**src/sv/gbn_pkg.sv**
```systemverilog
// ----------------------------------------------------------------------------
// gbn_pkg
// Shared constants, codes and types of the Go-Back-N sender window core.
// ----------------------------------------------------------------------------
package gbn_pkg;

  // Largest window that is honoured; wider settings saturate to it.
  localparam int MAX_WINDOW = 64;
  // Most result words that one input word may cause.
  localparam int RESULT_CAP = 64;

  // Field and register widths.
  localparam int CMD_W   = 2;
  localparam int ACK_W   = 32;
  localparam int KIND_W  = 2;
  localparam int PIDX_W  = 23;
  localparam int SEQ_W   = 32;
  localparam int WIN_W   = 7;
  localparam int CHUNK_W = 11;
  localparam int ISEQ_W  = 31;
  localparam int TICK_W  = 16;
  localparam int FSZ_W   = 31;
  localparam int IDX_W   = 31;
  localparam int K_W     = $clog2(RESULT_CAP + 1);
  localparam int PROD_W  = IDX_W + CHUNK_W;
  localparam int SUM_W   = PROD_W + 1;
  localparam int CFG_IDX_W  = 3;
  localparam int CFG_DATA_W = 31;
  localparam int OUT_DATA_W = 88;

  // Divider geometry: one quotient bit per step.
  localparam int DIV_STEPS = ACK_W;
  localparam int DIV_CNT_W = $clog2(DIV_STEPS + 1);

  // Input commands.
  localparam logic [CMD_W-1:0] CMD_START = 2'd0;
  localparam logic [CMD_W-1:0] CMD_ACK   = 2'd1;
  localparam logic [CMD_W-1:0] CMD_TICK  = 2'd2;

  // Result kinds.
  localparam logic [KIND_W-1:0] KIND_SEND     = 2'd0;
  localparam logic [KIND_W-1:0] KIND_RESEND   = 2'd1;
  localparam logic [KIND_W-1:0] KIND_COMPLETE = 2'd2;

  // Configuration register indexes.
  localparam logic [CFG_IDX_W-1:0] REG_WINDOW  = 3'd0;
  localparam logic [CFG_IDX_W-1:0] REG_CHUNK   = 3'd1;
  localparam logic [CFG_IDX_W-1:0] REG_INITSEQ = 3'd2;
  localparam logic [CFG_IDX_W-1:0] REG_TIMEOUT = 3'd3;
  localparam logic [CFG_IDX_W-1:0] REG_FSIZE   = 3'd4;

  // Sequencer states.
  typedef enum logic [3:0] {
    S_IDLE,
    S_DIV_FS,
    S_MUL_BASE,
    S_CMP_BASE,
    S_DIV_ACK,
    S_LOOP,
    S_MUL,
    S_ADD,
    S_OUT,
    S_DONE_OUT
  } state_t;

  // Request to the iterative divider.
  typedef struct packed {
    logic               start;
    logic [ACK_W-1:0]   dividend;
    logic [CHUNK_W-1:0] divisor;
  } div_req_t;

  // Answer of the iterative divider.
  typedef struct packed {
    logic               done;
    logic [ACK_W-1:0]   quotient;
    logic [CHUNK_W-1:0] remainder;
  } div_rsp_t;

endpackage

```
**src/sv/go_back_n_sender_window_core.sv**
```systemverilog
// ----------------------------------------------------------------------------
// go_back_n_sender_window_core
// Send window of a Go-Back-N sender: start, acknowledgment and timer words in,
// send, resend and complete words out.
// ----------------------------------------------------------------------------
// One input word is taken at a time; in_tready is high only while the core is
// idle. Every start, acknowledgment and tick first divides the file size by the
// chunk size in a shared one-bit-per-cycle divider. An acknowledgment that
// slides the window costs a multiply and a second division. Each result word
// then passes through a multiply, a sequence add, an end add and load (which
// waits for a free output slot) and a window check. A finished result waits
// in the output register while the core goes on with the next word. Unused
// command 3 is dropped in the cycle it is taken.
module go_back_n_sender_window_core (
  input  logic                               clk,
  input  logic                               rst_n,
  // Input stream
  input  logic                               in_tvalid,
  output logic                               in_tready,
  input  logic [gbn_pkg::ACK_W-1:0]          in_tdata,  // [31:0] ack_number
  input  logic [gbn_pkg::CMD_W-1:0]          in_tuser,  // [1:0] command
  // Result stream
  output logic                               out_tvalid,
  input  logic                               out_tready,
  output logic [gbn_pkg::OUT_DATA_W-1:0]     out_tdata, // [22:0] packet_index,
                                                        // [54:23] start_seq,
                                                        // [86:55] end_seq,
                                                        // [87] zero
  output logic [gbn_pkg::KIND_W-1:0]         out_tuser, // [1:0] kind
  output logic                               out_tlast, // last_of_run
  // Configuration write port
  input  logic                               cfg_we,
  input  logic [gbn_pkg::CFG_IDX_W-1:0]      cfg_index,
  input  logic [gbn_pkg::CFG_DATA_W-1:0]     cfg_wdata
);

  gbn_pkg::state_t state_r, state_nxt;

  // Configuration registers
  logic [gbn_pkg::WIN_W-1:0]   window_r;
  logic [gbn_pkg::CHUNK_W-1:0] chunk_r;
  logic [gbn_pkg::ISEQ_W-1:0]  init_r;
  logic [gbn_pkg::TICK_W-1:0]  timeout_r;
  logic [gbn_pkg::FSZ_W-1:0]   fsize_r;

  // Window state
  logic [gbn_pkg::IDX_W-1:0]   base_r, base_nxt;
  logic [gbn_pkg::IDX_W-1:0]   next_r, next_nxt;
  logic [gbn_pkg::IDX_W-1:0]   total_r, total_nxt;
  logic [gbn_pkg::TICK_W-1:0]  tick_r, tick_nxt;
  logic                        timer_r, timer_nxt;

  // Per-word working registers
  logic [gbn_pkg::CMD_W-1:0]   cmd_r, cmd_nxt;
  logic [gbn_pkg::ACK_W-1:0]   ack_r, ack_nxt;
  logic [gbn_pkg::K_W-1:0]     k_r, k_nxt;
  logic [gbn_pkg::KIND_W-1:0]  kind_r, kind_nxt;
  logic [gbn_pkg::IDX_W-1:0]   idx_r, idx_nxt;
  logic                        last_r, last_nxt;
  logic [gbn_pkg::CHUNK_W-1:0] rem_r, rem_nxt;
  logic [gbn_pkg::CHUNK_W-1:0] len_r, len_nxt;
  logic [gbn_pkg::SUM_W-1:0]   start_r, start_nxt;
  logic [gbn_pkg::PROD_W-1:0]  prod_r;

  // Output register
  logic                          ovalid_r, ovalid_nxt;
  logic [gbn_pkg::OUT_DATA_W-1:0] odata_r, odata_nxt;
  logic [gbn_pkg::KIND_W-1:0]    okind_r, okind_nxt;
  logic                          olast_r, olast_nxt;

  gbn_pkg::div_req_t div_req;
  gbn_pkg::div_rsp_t div_rsp;

  logic                        in_acc;
  logic                        slot_free;
  logic [gbn_pkg::CHUNK_W-1:0] chunk_eff;
  logic [gbn_pkg::WIN_W-1:0]   win_eff;
  logic [gbn_pkg::IDX_W:0]     limit;
  logic [gbn_pkg::IDX_W:0]     next_inc;
  logic [gbn_pkg::IDX_W:0]     idx_inc;
  logic [gbn_pkg::K_W-1:0]     k_inc;
  logic                        send_ok, send_ok_nx;
  logic                        rsnd_ok, rsnd_ok_nx;
  logic                        loop_ok, loop_last;
  logic [gbn_pkg::TICK_W-1:0]  tick_inc;
  logic                        tick_hit;
  logic                        ack_in_file;
  logic [gbn_pkg::SUM_W-1:0]   seq_sum;
  logic                        ack_ge;
  logic [gbn_pkg::IDX_W+1:0]   new_base;
  logic [gbn_pkg::IDX_W-1:0]   mul_a;
  logic                        is_short;
  logic [gbn_pkg::SEQ_W-1:0]   end_seq;

  assign in_acc    = in_tvalid && in_tready;
  assign slot_free = !ovalid_r || out_tready;

  // Effective chunk and window.
  assign chunk_eff = (chunk_r == '0) ? gbn_pkg::CHUNK_W'(1) : chunk_r;
  always_comb begin
    if (window_r == '0) begin
      win_eff = gbn_pkg::WIN_W'(1);
    end else if (window_r > gbn_pkg::WIN_W'(gbn_pkg::MAX_WINDOW)) begin
      win_eff = gbn_pkg::WIN_W'(gbn_pkg::MAX_WINDOW);
    end else begin
      win_eff = window_r;
    end
  end

  // Window checks for this result and for the one after it.
  assign limit    = {1'b0, base_r} + {{(gbn_pkg::IDX_W + 1 - gbn_pkg::WIN_W){1'b0}}, win_eff};
  assign next_inc = {1'b0, next_r} + 1'b1;
  assign idx_inc  = {1'b0, idx_r} + 1'b1;
  assign k_inc    = k_r + 1'b1;

  assign send_ok    = ({1'b0, next_r} < limit) && (next_r < total_r)
                      && (k_r < gbn_pkg::K_W'(gbn_pkg::RESULT_CAP));
  assign send_ok_nx = (next_inc < limit) && (next_inc < {1'b0, total_r})
                      && (k_inc < gbn_pkg::K_W'(gbn_pkg::RESULT_CAP));
  assign rsnd_ok    = (idx_r < next_r) && (k_r < gbn_pkg::K_W'(gbn_pkg::RESULT_CAP));
  assign rsnd_ok_nx = (idx_inc < {1'b0, next_r})
                      && (k_inc < gbn_pkg::K_W'(gbn_pkg::RESULT_CAP));
  assign loop_ok    = (kind_r == gbn_pkg::KIND_SEND) ? send_ok : rsnd_ok;
  assign loop_last  = (kind_r == gbn_pkg::KIND_SEND) ? !send_ok_nx : !rsnd_ok_nx;

  // Saturating tick count and timeout test.
  assign tick_inc = (tick_r != {gbn_pkg::TICK_W{1'b1}}) ? tick_r + 1'b1 : tick_r;
  assign tick_hit = tick_inc >= timeout_r;

  // Acknowledgment against the end of the file and the start of base.
  assign ack_in_file = ack_r < ({1'b0, init_r} + {1'b0, fsize_r});
  assign seq_sum     = {{(gbn_pkg::SUM_W - gbn_pkg::ISEQ_W){1'b0}}, init_r}
                       + {1'b0, prod_r};
  assign ack_ge      = {{(gbn_pkg::SUM_W - gbn_pkg::ACK_W){1'b0}}, ack_r} >= seq_sum;
  assign new_base    = {2'b00, base_r} + {1'b0, div_rsp.quotient};

  // Shared multiplier, registered on every cycle.
  assign mul_a = (state_r == gbn_pkg::S_MUL_BASE) ? base_r : idx_r;
  always_ff @(posedge clk) begin
    prod_r <= mul_a * chunk_eff;
  end

  // The last packet of the file is short when the size is no multiple.
  assign is_short = (total_r != '0) && (idx_r == total_r - 1'b1) && (rem_r != '0);
  assign end_seq  = start_r[gbn_pkg::SEQ_W-1:0]
                    + {{(gbn_pkg::SEQ_W - gbn_pkg::CHUNK_W){1'b0}}, len_r}
                    - 1'b1;

  // Next state.
  always_comb begin
    state_nxt = state_r;
    case (state_r)
      gbn_pkg::S_IDLE: begin
        if (in_acc && (in_tuser == gbn_pkg::CMD_START || in_tuser == gbn_pkg::CMD_ACK
                       || in_tuser == gbn_pkg::CMD_TICK)) begin
          state_nxt = gbn_pkg::S_DIV_FS;
        end
      end
      gbn_pkg::S_DIV_FS: begin
        if (div_rsp.done) begin
          case (cmd_r)
            gbn_pkg::CMD_START: state_nxt = gbn_pkg::S_LOOP;
            gbn_pkg::CMD_ACK:   state_nxt = ack_in_file ? gbn_pkg::S_MUL_BASE
                                                        : gbn_pkg::S_DONE_OUT;
            default:            state_nxt = (timer_r && tick_hit) ? gbn_pkg::S_LOOP
                                                                  : gbn_pkg::S_IDLE;
          endcase
        end
      end
      gbn_pkg::S_MUL_BASE: state_nxt = gbn_pkg::S_CMP_BASE;
      gbn_pkg::S_CMP_BASE: state_nxt = ack_ge ? gbn_pkg::S_DIV_ACK : gbn_pkg::S_LOOP;
      gbn_pkg::S_DIV_ACK: begin
        if (div_rsp.done) begin
          state_nxt = gbn_pkg::S_LOOP;
        end
      end
      gbn_pkg::S_LOOP:     state_nxt = loop_ok ? gbn_pkg::S_MUL : gbn_pkg::S_IDLE;
      gbn_pkg::S_MUL:      state_nxt = gbn_pkg::S_ADD;
      gbn_pkg::S_ADD:      state_nxt = gbn_pkg::S_OUT;
      gbn_pkg::S_OUT: begin
        if (slot_free) begin
          state_nxt = gbn_pkg::S_LOOP;
        end
      end
      gbn_pkg::S_DONE_OUT: begin
        if (slot_free) begin
          state_nxt = gbn_pkg::S_IDLE;
        end
      end
      default: state_nxt = gbn_pkg::S_IDLE;
    endcase
  end

  // Datapath and outputs of each state.
  always_comb begin
    base_nxt   = base_r;
    next_nxt   = next_r;
    total_nxt  = total_r;
    tick_nxt   = tick_r;
    timer_nxt  = timer_r;
    cmd_nxt    = cmd_r;
    ack_nxt    = ack_r;
    k_nxt      = k_r;
    kind_nxt   = kind_r;
    idx_nxt    = idx_r;
    last_nxt   = last_r;
    rem_nxt    = rem_r;
    len_nxt    = len_r;
    start_nxt  = start_r;
    odata_nxt  = odata_r;
    okind_nxt  = okind_r;
    olast_nxt  = olast_r;
    ovalid_nxt = ovalid_r && !out_tready;
    in_tready  = 1'b0;
    div_req.start    = 1'b0;
    div_req.dividend = {1'b0, fsize_r};
    div_req.divisor  = chunk_eff;
    case (state_r)
      gbn_pkg::S_IDLE: begin
        in_tready = 1'b1;
        if (in_acc) begin
          cmd_nxt = in_tuser;
          ack_nxt = in_tdata;
          k_nxt   = '0;
          div_req.start = (in_tuser == gbn_pkg::CMD_START || in_tuser == gbn_pkg::CMD_ACK
                           || in_tuser == gbn_pkg::CMD_TICK);
        end
      end
      gbn_pkg::S_DIV_FS: begin
        if (div_rsp.done) begin
          rem_nxt = div_rsp.remainder;
          case (cmd_r)
            gbn_pkg::CMD_START: begin
              total_nxt = div_rsp.quotient[gbn_pkg::IDX_W-1:0]
                          + {{(gbn_pkg::IDX_W - 1){1'b0}}, (div_rsp.remainder != '0)};
              base_nxt  = '0;
              next_nxt  = '0;
              tick_nxt  = '0;
              kind_nxt  = gbn_pkg::KIND_SEND;
            end
            gbn_pkg::CMD_ACK: begin
              tick_nxt = '0;
              kind_nxt = gbn_pkg::KIND_SEND;
            end
            default: begin
              if (timer_r) begin
                if (tick_hit) begin
                  tick_nxt = '0;
                  kind_nxt = gbn_pkg::KIND_RESEND;
                  idx_nxt  = base_r;
                end else begin
                  tick_nxt = tick_inc;
                end
              end
            end
          endcase
        end
      end
      gbn_pkg::S_CMP_BASE: begin
        div_req.start    = ack_ge;
        div_req.dividend = ack_r - seq_sum[gbn_pkg::ACK_W-1:0];
      end
      gbn_pkg::S_DIV_ACK: begin
        if (div_rsp.done) begin
          base_nxt = (new_base > {2'b00, next_r}) ? next_r
                                                  : new_base[gbn_pkg::IDX_W-1:0];
        end
      end
      gbn_pkg::S_LOOP: begin
        if (loop_ok) begin
          k_nxt    = k_inc;
          last_nxt = loop_last;
          if (kind_r == gbn_pkg::KIND_SEND) begin
            idx_nxt  = next_r;
            next_nxt = next_inc[gbn_pkg::IDX_W-1:0];
          end
        end else if (kind_r == gbn_pkg::KIND_SEND) begin
          timer_nxt = next_r > base_r;
        end
      end
      gbn_pkg::S_ADD: begin
        start_nxt = seq_sum;
        len_nxt   = is_short ? rem_r : chunk_eff;
      end
      gbn_pkg::S_OUT: begin
        if (slot_free) begin
          ovalid_nxt = 1'b1;
          okind_nxt  = kind_r;
          olast_nxt  = last_r;
          odata_nxt  = {1'b0, end_seq, start_r[gbn_pkg::SEQ_W-1:0],
                        idx_r[gbn_pkg::PIDX_W-1:0]};
          if (kind_r == gbn_pkg::KIND_RESEND) begin
            idx_nxt = idx_inc[gbn_pkg::IDX_W-1:0];
          end
        end
      end
      gbn_pkg::S_DONE_OUT: begin
        if (slot_free) begin
          ovalid_nxt = 1'b1;
          okind_nxt  = gbn_pkg::KIND_COMPLETE;
          olast_nxt  = 1'b1;
          odata_nxt  = '0;
          timer_nxt  = 1'b0;
        end
      end
      default: begin
      end
    endcase
  end

  // Control and window registers.
  always_ff @(posedge clk) begin
    if (!rst_n) begin
      state_r  <= gbn_pkg::S_IDLE;
      base_r   <= '0;
      next_r   <= '0;
      total_r  <= '0;
      tick_r   <= '0;
      timer_r  <= 1'b0;
      k_r      <= '0;
      kind_r   <= gbn_pkg::KIND_SEND;
      ovalid_r <= 1'b0;
    end else begin
      state_r  <= state_nxt;
      base_r   <= base_nxt;
      next_r   <= next_nxt;
      total_r  <= total_nxt;
      tick_r   <= tick_nxt;
      timer_r  <= timer_nxt;
      k_r      <= k_nxt;
      kind_r   <= kind_nxt;
      ovalid_r <= ovalid_nxt;
    end
  end

  // Working and output payload registers.
  always_ff @(posedge clk) begin
    cmd_r   <= cmd_nxt;
    ack_r   <= ack_nxt;
    idx_r   <= idx_nxt;
    last_r  <= last_nxt;
    rem_r   <= rem_nxt;
    len_r   <= len_nxt;
    start_r <= start_nxt;
    odata_r <= odata_nxt;
    okind_r <= okind_nxt;
    olast_r <= olast_nxt;
  end

  // Configuration registers; writes beyond the list are dropped.
  always_ff @(posedge clk) begin
    if (!rst_n) begin
      window_r  <= gbn_pkg::WIN_W'(1);
      chunk_r   <= gbn_pkg::CHUNK_W'(512);
      init_r    <= '0;
      timeout_r <= gbn_pkg::TICK_W'(8);
      fsize_r   <= '0;
    end else if (cfg_we) begin
      case (cfg_index)
        gbn_pkg::REG_WINDOW:  window_r  <= cfg_wdata[gbn_pkg::WIN_W-1:0];
        gbn_pkg::REG_CHUNK:   chunk_r   <= cfg_wdata[gbn_pkg::CHUNK_W-1:0];
        gbn_pkg::REG_INITSEQ: init_r    <= cfg_wdata[gbn_pkg::ISEQ_W-1:0];
        gbn_pkg::REG_TIMEOUT: timeout_r <= cfg_wdata[gbn_pkg::TICK_W-1:0];
        gbn_pkg::REG_FSIZE:   fsize_r   <= cfg_wdata[gbn_pkg::FSZ_W-1:0];
        default: begin
        end
      endcase
    end
  end

  // Shared divider.
  gbn_div u_div (
    .clk   (clk),
    .rst_n (rst_n),
    .req   (div_req),
    .rsp   (div_rsp)
  );

  assign out_tvalid = ovalid_r;
  assign out_tdata  = odata_r;
  assign out_tuser  = okind_r;
  assign out_tlast  = olast_r;

`ifndef NO_ASSERTIONS
  // The window never runs past its own next index.
  a_base_le_next: assert property (@(posedge clk) disable iff (!rst_n)
    base_r <= next_r)
    else $error("base index beyond next index");

  // Sends never go beyond the packet count of the transfer.
  a_next_le_total: assert property (@(posedge clk) disable iff (!rst_n)
    next_r <= total_r)
    else $error("next index beyond packet total");

  // Between words the timer runs only with packets outstanding.
  a_timer_outstanding: assert property (@(posedge clk) disable iff (!rst_n)
    (state_r == gbn_pkg::S_IDLE && timer_r) |-> (next_r > base_r))
    else $error("timer running with nothing outstanding");

  // A quotient arrives only while the sequencer waits for one.
  a_div_expected: assert property (@(posedge clk) disable iff (!rst_n)
    div_rsp.done |-> (state_r == gbn_pkg::S_DIV_FS || state_r == gbn_pkg::S_DIV_ACK))
    else $error("unexpected divider result");
`endif

endmodule

```
**src/sv/gbn_div.sv**
```systemverilog
// ----------------------------------------------------------------------------
// gbn_div
// Restoring divider: one quotient bit per cycle, done pulses when finished.
// ----------------------------------------------------------------------------
module gbn_div (
  input  logic              clk,
  input  logic              rst_n,
  input  gbn_pkg::div_req_t req,
  output gbn_pkg::div_rsp_t rsp
);

  logic                          busy_r, busy_nxt;
  logic                          done_r, done_nxt;
  logic [gbn_pkg::DIV_CNT_W-1:0] cnt_r, cnt_nxt;
  logic [gbn_pkg::ACK_W-1:0]     quo_r, quo_nxt;
  logic [gbn_pkg::CHUNK_W-1:0]   rem_r, rem_nxt;
  logic [gbn_pkg::CHUNK_W-1:0]   dvs_r, dvs_nxt;
  logic [gbn_pkg::CHUNK_W:0]     shifted;
  logic [gbn_pkg::CHUNK_W:0]     diff;
  logic                          fits;

  // Trial subtraction of one step.
  assign shifted = {rem_r, quo_r[gbn_pkg::ACK_W-1]};
  assign diff    = shifted - {1'b0, dvs_r};
  assign fits    = shifted >= {1'b0, dvs_r};

  // Step control and datapath.
  always_comb begin
    busy_nxt = busy_r;
    cnt_nxt  = cnt_r;
    quo_nxt  = quo_r;
    rem_nxt  = rem_r;
    dvs_nxt  = dvs_r;
    done_nxt = 1'b0;
    if (req.start) begin
      busy_nxt = 1'b1;
      cnt_nxt  = gbn_pkg::DIV_CNT_W'(gbn_pkg::DIV_STEPS);
      quo_nxt  = req.dividend;
      rem_nxt  = '0;
      dvs_nxt  = req.divisor;
    end else if (busy_r) begin
      rem_nxt = fits ? diff[gbn_pkg::CHUNK_W-1:0] : shifted[gbn_pkg::CHUNK_W-1:0];
      quo_nxt = {quo_r[gbn_pkg::ACK_W-2:0], fits};
      cnt_nxt = cnt_r - 1'b1;
      if (cnt_r == gbn_pkg::DIV_CNT_W'(1)) begin
        busy_nxt = 1'b0;
        done_nxt = 1'b1;
      end
    end
  end

  // Control registers.
  always_ff @(posedge clk) begin
    if (!rst_n) begin
      busy_r <= 1'b0;
      done_r <= 1'b0;
      cnt_r  <= '0;
    end else begin
      busy_r <= busy_nxt;
      done_r <= done_nxt;
      cnt_r  <= cnt_nxt;
    end
  end

  // Operand registers.
  always_ff @(posedge clk) begin
    quo_r <= quo_nxt;
    rem_r <= rem_nxt;
    dvs_r <= dvs_nxt;
  end

  assign rsp.done      = done_r;
  assign rsp.quotient  = quo_r;
  assign rsp.remainder = rem_r;

endmodule
```
**config.mk**
```make
export PLATFORM = sky130hd
export DESIGN_NAME = go_back_n_sender_window_core
export DESIGN_NICKNAME = d
export VERILOG_FILES = /design/src/sv/gbn_pkg.sv /design/src/sv/go_back_n_sender_window_core.sv /design/src/sv/gbn_div.sv
export SDC_FILE = /design/constraint.sdc
export NUM_CORES = 2
export LEC_CHECK = 0
export CORE_MARGIN = 5
export CORE_UTILIZATION = 51
export DETAILED_ROUTE_END_ITERATION = 8
export DONT_BUFFER_PORTS = 1
export GPL_TIMING_DRIVEN = 0
export PLACE_DENSITY_LB_ADDON = 0.25
export RECOVER_POWER = 100
export SYNTH_ARGS = -nofsm -noshare
export SYNTH_HDL_FRONTEND = slang
export SYNTH_SLANG_ARGS = --single-unit
```
**constraint.sdc**
```tcl
create_clock -name clk -period 13.3 [get_ports clk]
set_input_delay 1.33 -clock clk [delete_from_list [all_inputs] [get_ports clk]]
set_output_delay 1.33 -clock clk [all_outputs]
set_load 0.02 [all_outputs]
```
After elaboration in Yosys (flattened, before gate mapping)
Cells that the tools add are included.
{"block": "word_totals", "regBits": 535, "in_bits": 73, "out_inout_bits": 93, "elab_cells": 232}
{"block": "op_classes", "n_addsub": 15, "n_mul": 1, "n_lt_le_gt_ge": 15, "n_eq_ne": 34, "n_mux": 73, "bitwise_logic": 2, "reduce_logical": 60}
{"cell": "$mux 31", "n": 15}
{"cell": "$mux 88", "n": 2}
{"cell": "$pmux 88 s2", "n": 1}
{"cell": "$pmux 31 s2", "n": 2}
{"cell": "$mux 32", "n": 3}
{"cell": "$pmux 31 s3", "n": 1}
{"cell": "$add 31x1->32 const B", "n": 2}
{"cell": "$lt 32x31->1", "n": 2}
{"cell": "$lt 32x32->1", "n": 2}
{"cell": "$mux 16", "n": 4}
{"cell": "$lt 31x31->1", "n": 2}
{"cell": "$add 31x42->43", "n": 1}
{"cell": "$ge 32x43->1", "n": 1}
{"cell": "$mul 31x11->42", "n": 1}
{"cell": "$pmux 4 s10", "n": 1}
{"cell": "$add 31x32->33", "n": 1}
{"cell": "$gt 33x31->1", "n": 1}
{"cell": "$mux 11", "n": 3}
{"cell": "$add 31x31->32", "n": 1}
{"cell": "$add 31x7->32", "n": 1}
{"cell": "$add 32x11->32", "n": 1}
{"cell": "$lt 31x32->1", "n": 1}
{"cell": "$sub 32x1->32 const B", "n": 1}
{"cell": "$sub 32x32->32", "n": 1}
{"cell": "55 further kinds", "n": 149}

Logic depth before layout (Yosys ltp)
{"block": "depth", "depth_word": 10, "depth_mapped": 27, "depth_no_buf": 25}

By module
Synthesis repeated with hierarchy kept, for this count alone.
{"block": "unflattened", "hier_cells": 5658, "area_unflattened_um2": 49595.1}
{"mod": "go_back_n_sender_window_core", "instances": 1, "cells_each": 5403, "area_per_inst_um2": 46438.3, "seq_area_each_um2": 11531.1}
{"mod": "gbn_div", "instances": 1, "cells_each": 255, "area_per_inst_um2": 3156.8, "seq_area_each_um2": 1671.6}

Worst setup path after synthesis
Ideal clock, no wire load.
{"block": "synth_path", "path_kind": "input to register", "from": "input out_tready", "to": "register odata_r, in the netlist out_tdata[0] (enable)", "setup_ns": 0.649, "arrival_ns": 7.503, "required_time_ns": 12.651, "path_slack_ns": 5.148, "cell_stages": 2, "n_path_buf": 0, "path_cell_list": "nor2b_1 > nor3_1"}
{"block": "synth_between", "elab_chain_cells": 3, "elab_cells_between_ends": 4, "cone_classes": "2 x eq/ne; 2 x reduce/logical"}
{"item": "from (decl)", "line": "go_back_n_sender_window_core.sv:24", "rtl": "input logic out_tready,"}
{"item": "$logic_or 1x1->1 (*)", "line": "go_back_n_sender_window_core.sv:96", "rtl": "assign slot_free = !ovalid_r || out_tready;"}
{"item": "$ne 2x2->1 (no source line)"}
{"item": "$reduce_and 3->1 (no source line) (*)"}
{"item": "to (signal assigned)", "line": "go_back_n_sender_window_core.sv:345", "rtl": "odata_r <= odata_nxt;"}
{"item": "to (decl)", "line": "go_back_n_sender_window_core.sv:67", "rtl": "logic [gbn_pkg::OUT_DATA_W-1:0] odata_r, odata_nxt;"}
Every way passes the cells marked *; elsewhere a longest branch is shown, timed or not.
A chain may end at the register's enable or synchronous reset.

==> impl_metrics.env <==
export IMPL_grt_use_met2_pct=49.3
export IMPL_fp_dieW_um=324
export IMPL_async_reset_ff_share_pct=0
export IMPL_area_growth_pct=7.34
export IMPL_insertion_delay_ns=0.65
export IMPL_met1_usage_pct=41.8
export IMPL_fp_coreArea_um2=98100
export IMPL_grt_usage_pct=32.3
export IMPL_dieArea_um2=105000
export IMPL_synth_top_family_by_area="adder cells"
export IMPL_first_iter_violations=3956
export IMPL_yosysSeqAreaShare_pct=26.3
export IMPL_status="finished with violations"
export IMPL_grt_met3_usage_pct=8.73
export IMPL_yosys_warnings=0
export IMPL_crit_path_start_kind="flip-flop"
export IMPL_cap_violations=8
export IMPL_drt_wl_total_mm=172
export IMPL_worstSetupEndpointType="flip-flop"
export IMPL_final_cell_mix="nand2_1 (698), ha_1 (559), inv_1 (555)"
export IMPL_place_ws_ns=4.14
export IMPL_avgRoutedWirePerCell_um=23.9
export IMPL_cts_resized=0
export IMPL_cts_tree="done"
export IMPL_violations="max-capacitance violations, max-slew violations"
export IMPL_ir_drop_v=0.000111
export IMPL_regArea_um2=13200
export IMPL_busiest_layer="met2"
export IMPL_path_class="flip-flop to flip-flop"
export IMPL_crit_fanout=20
export IMPL_die_height_um=324
export IMPL_final_common_cell="nand2_1"
export IMPL_vias_per_cell=6.04
export IMPL_postCtsHoldBufs=0
export IMPL_clockBufferDepth=3
export IMPL_crit_start="init_r[1]$_SDFFE_PN0P_"
export IMPL_via_count=43400
export IMPL_finalWorstSetupSlack_ns=3.25
export IMPL_dr_pass1_iters=6
export IMPL_multiInputGateArea_um2=33700
export IMPL_drc_errors=0
export IMPL_r2r_cells=25
export IMPL_post_cts_setup_buffers=0
export IMPL_htreeDepth=3
export IMPL_slew_violations=110
export IMPL_setup_tns_ns=0
export IMPL_critPathCapture="u_div.quo_r[26]$_DFFE_PP_"
export IMPL_synth_xor_area_share_pct=5.67
export IMPL_ys_ff_latch=533
export IMPL_grt_pass1_wl_mm=257
export IMPL_root_buffer="clkbuf_16"
export IMPL_hold_class="flip-flop to flip-flop"
export IMPL_ys_flop_type="dfxtp_1"
export IMPL_hold_viol=0
export IMPL_grt_max_degree=40
export IMPL_antenna_found_initial=9
export IMPL_syn_inst=5764
export IMPL_nFillCells=9179
export IMPL_fin_crit_ns=10.05
export IMPL_syn_area_um2=50200
export IMPL_fin_crit_sh_pct=75.6
export IMPL_start_util_pct=51.2
export IMPL_avgSynthCellArea_um2=8.71
export IMPL_grt_overflow=0
export IMPL_place_area_um2=52000
export IMPL_synthMuxAreaShare_pct=2.51
export IMPL_grt_pass1_vias=42200
export IMPL_place_gp_congestion=0.980
export IMPL_syn_nets=6663
export IMPL_synth_edf_count=253
export IMPL_finish_instance_area_um2=53900
export IMPL_cts_clk_slew_worst_paths_ns=0.06
export IMPL_cts_buffers=66
export IMPL_fin_skew_ns=0.0252
export IMPL_yosys_area_share_simple_pct=18.1
export IMPL_final_nets=6742
export IMPL_synthAdderAreaFrac_pct=24.6
export IMPL_synth_cell_types=90
export IMPL_p_per_area_nw_per_um2=121
export IMPL_worst_pin_slew_ns=1.82
export IMPL_synth_compound_area_share_pct=16.6
export IMPL_cp_required_ns=13.63
export IMPL_rsz0062_at_grt="no"
export IMPL_final_core_util_pct=54.9
export IMPL_num_rows=115
export IMPL_clock_sinks=533
export IMPL_slew_headroom_pct=-21.3
export IMPL_leakage_uw=0.0225
export IMPL_setup_viol=0
export IMPL_max_clock_freq_mhz=99.5
export IMPL_r2r_end="u_div.quo_r[26]$_DFFE_PP_"
export IMPL_dp_hpwl_mm=143
export IMPL_crit_reg2reg_launch="init_r[1]$_SDFFE_PN0P_"
export IMPL_drive_gt1_share_pct=3.17
export IMPL_ioPinCount=166
export IMPL_portBuffers=0
export IMPL_crit_arrival_ns=10.38
export IMPL_r2r_slack_ns=3.25
export IMPL_ant_nets=0
## routing by layer
layer | wire [µm] | vias up
met3 | 16200 | 427
met4 | 12100 | 6
met5 | 40 | -
li1 | - | 20400
met1 | 70400 | 20700
met2 | 73400 | 1870
## power by group
part           switching, µW  internal [µW]  leakage, µW  total [µW]
registers                225           1920      0.00464        2140
clock network            780           1070      0.00109        1850
logic                   1650            893       0.0168        2540
## cell families (layout without fill, tap and decap cells)
family                     after synthesis  in the layout
adders and majority gates              826            826
other                                    1             11
and+or+nand+nor                       1895           1895
DFF                                    533            533
xor gates and xnor gates               325            325
muxes                                  106            106
AOI/OAI and AO/OA                     1265           1265
buffers and inverters                  813            943
## area by class of cell
cell class                      count  area share [%]
Clock buffer                       82            3.33
Buffer                            257            1.83
Antenna cell                       10          0.0464
Multi-Input combinational cell   4418            62.6
Sequential cell                   533            24.5
Timing Repair Buffer               11          0.0766
Inverter                          556            3.87
Clock inverter                     37           0.792
Tap cell                         1287            2.99
## Yosys cell counts (10+ instances only)
library cell  number  area share (%)
nand2_1          698             5.2
ha_1             559              14
inv_1            554             4.1
a21oi_1          376             3.7
nor2_1           318             2.4
dfxtp_1          280              11
fa_1             267              11
edfxtp_1         253              15
clkbuf_1         231             1.7
xnor2_1          211             3.7
o21ai_0          209             2.1
and2_1           174             2.2
a21o_1           173             2.6
nand3_1          167             1.7
nor3_1           125             1.2
xor2_1           114             2.0
nand4_1           89             1.1
a211oi_1          69             1.0
a31oi_1           68            0.85
and3_1            64            0.80
nand2b_1          54            0.67
o21a_1            49            0.73
nor2b_1           45            0.56
mux2_2            44            0.99
o311ai_0          44            0.77
nor4_1            40            0.50
or3_1             36            0.45
a221o_1           35            0.70
mux2i_1           32            0.64
mux2_4            29            0.87
o211ai_1          28            0.42
o31ai_1           25            0.37
and4_1            23            0.40
o21bai_1          23            0.34
or2_2             16            0.20
a21boi_0          15            0.22
a211o_1           14            0.24
a2111oi_0         13            0.23
a31o_2            12            0.21
or4_1             12            0.18
a22oi_1           11            0.16
a311oi_1          10            0.17
buf_1             10           0.075
o41ai_1           10            0.17
## worst min path at each step
stage / to / slack, ns / depth (start not counted) / startpoint
6_report: timeout_r[1]$_SDFFE_PN0P_ / 0.45 / 2 / timeout_r[1]$_SDFFE_PN0P_
5_1_grt: timeout_r[15]$_SDFFE_PN0P_ / 0.48 / 2 / timeout_r[15]$_SDFFE_PN0P_
4_1_cts: timeout_r[11]$_SDFFE_PN0P_ / 0.46 / 2 / timeout_r[11]$_SDFFE_PN0P_
3_5_place_dp: timeout_r[13]$_SDFFE_PN0P_ / 0.45 / 2 / timeout_r[13]$_SDFFE_PN0P_
3_3_place_gp: timeout_r[11]$_SDFFE_PN0P_ / 0.44 / 2 / timeout_r[11]$_SDFFE_PN0P_
2_1_floorplan: chunk_r[0]$_SDFFE_PN0P_ / 0.44 / 2 / chunk_r[0]$_SDFFE_PN0P_
## worst max-delay path, cell delays in order, from the launching register on
cell and delay [ns]:
dfxtp_1 0.60, ha_1 0.33, a211oi_1 0.34, o21ai_0 0.20, o211ai_1 0.22, nand3_1 0.22, o31ai_1 0.61, nor2_1 0.07
o21ai_0 0.17, nand2b_1 0.08, xor2_1 0.78, inv_1 0.33, ha_1 0.51, and3_1 0.18, and3_1 0.20, a41oi_1 0.19
and3_1 0.25, a221o_1 0.27, a2111oi_0 0.39, nand4_1 0.20, a2111oi_0 1.49, nor2_2 0.16, clkinvlp_2 0.24, clkbuf_1 0.53
clkbuf_1 0.95, a31oi_1 0.22
## state kept, by name (all words and copies together) (netlist names), 4 cells and up
| register | flops |
|---|---|
| u_div.quo_r | 32 |
| base_r | 31 |
| ack_r | 32 |
| len_r | 11 |
| k_r | 7 |
| start_r | 32 |
| out_tdata | 87 |
| u_div.cnt_r | 6 |
| next_r | 31 |
| u_div.rem_r | 11 |
| idx_r | 31 |
| total_r | 31 |
| rem_r | 11 |
| tick_r | 16 |
| u_div.dvs_r | 11 |
| fsize_r | 31 |
| chunk_r | 11 |
| window_r | 7 |
| timeout_r | 16 |
| state_r | 4 |
| init_r | 31 |
| prod_r | 42 |
## metrics by stage
| step | instances | hold WS [ns] | power (µW) |
|---|---|---|---|
| detailed placement | 7062 | 0.448 | 4660 |
| global route | 7181 | 0.480 | 6870 |
| CTS | 7181 | 0.456 | 6530 |
| global placement | 7051 | 0.443 | 4640 |
| finish | 7191 | 0.455 | 6540 |
| floorplan | 5764 | 0.436 | 3800 |
No activity file was read; power rests on OpenSTA's default activity.
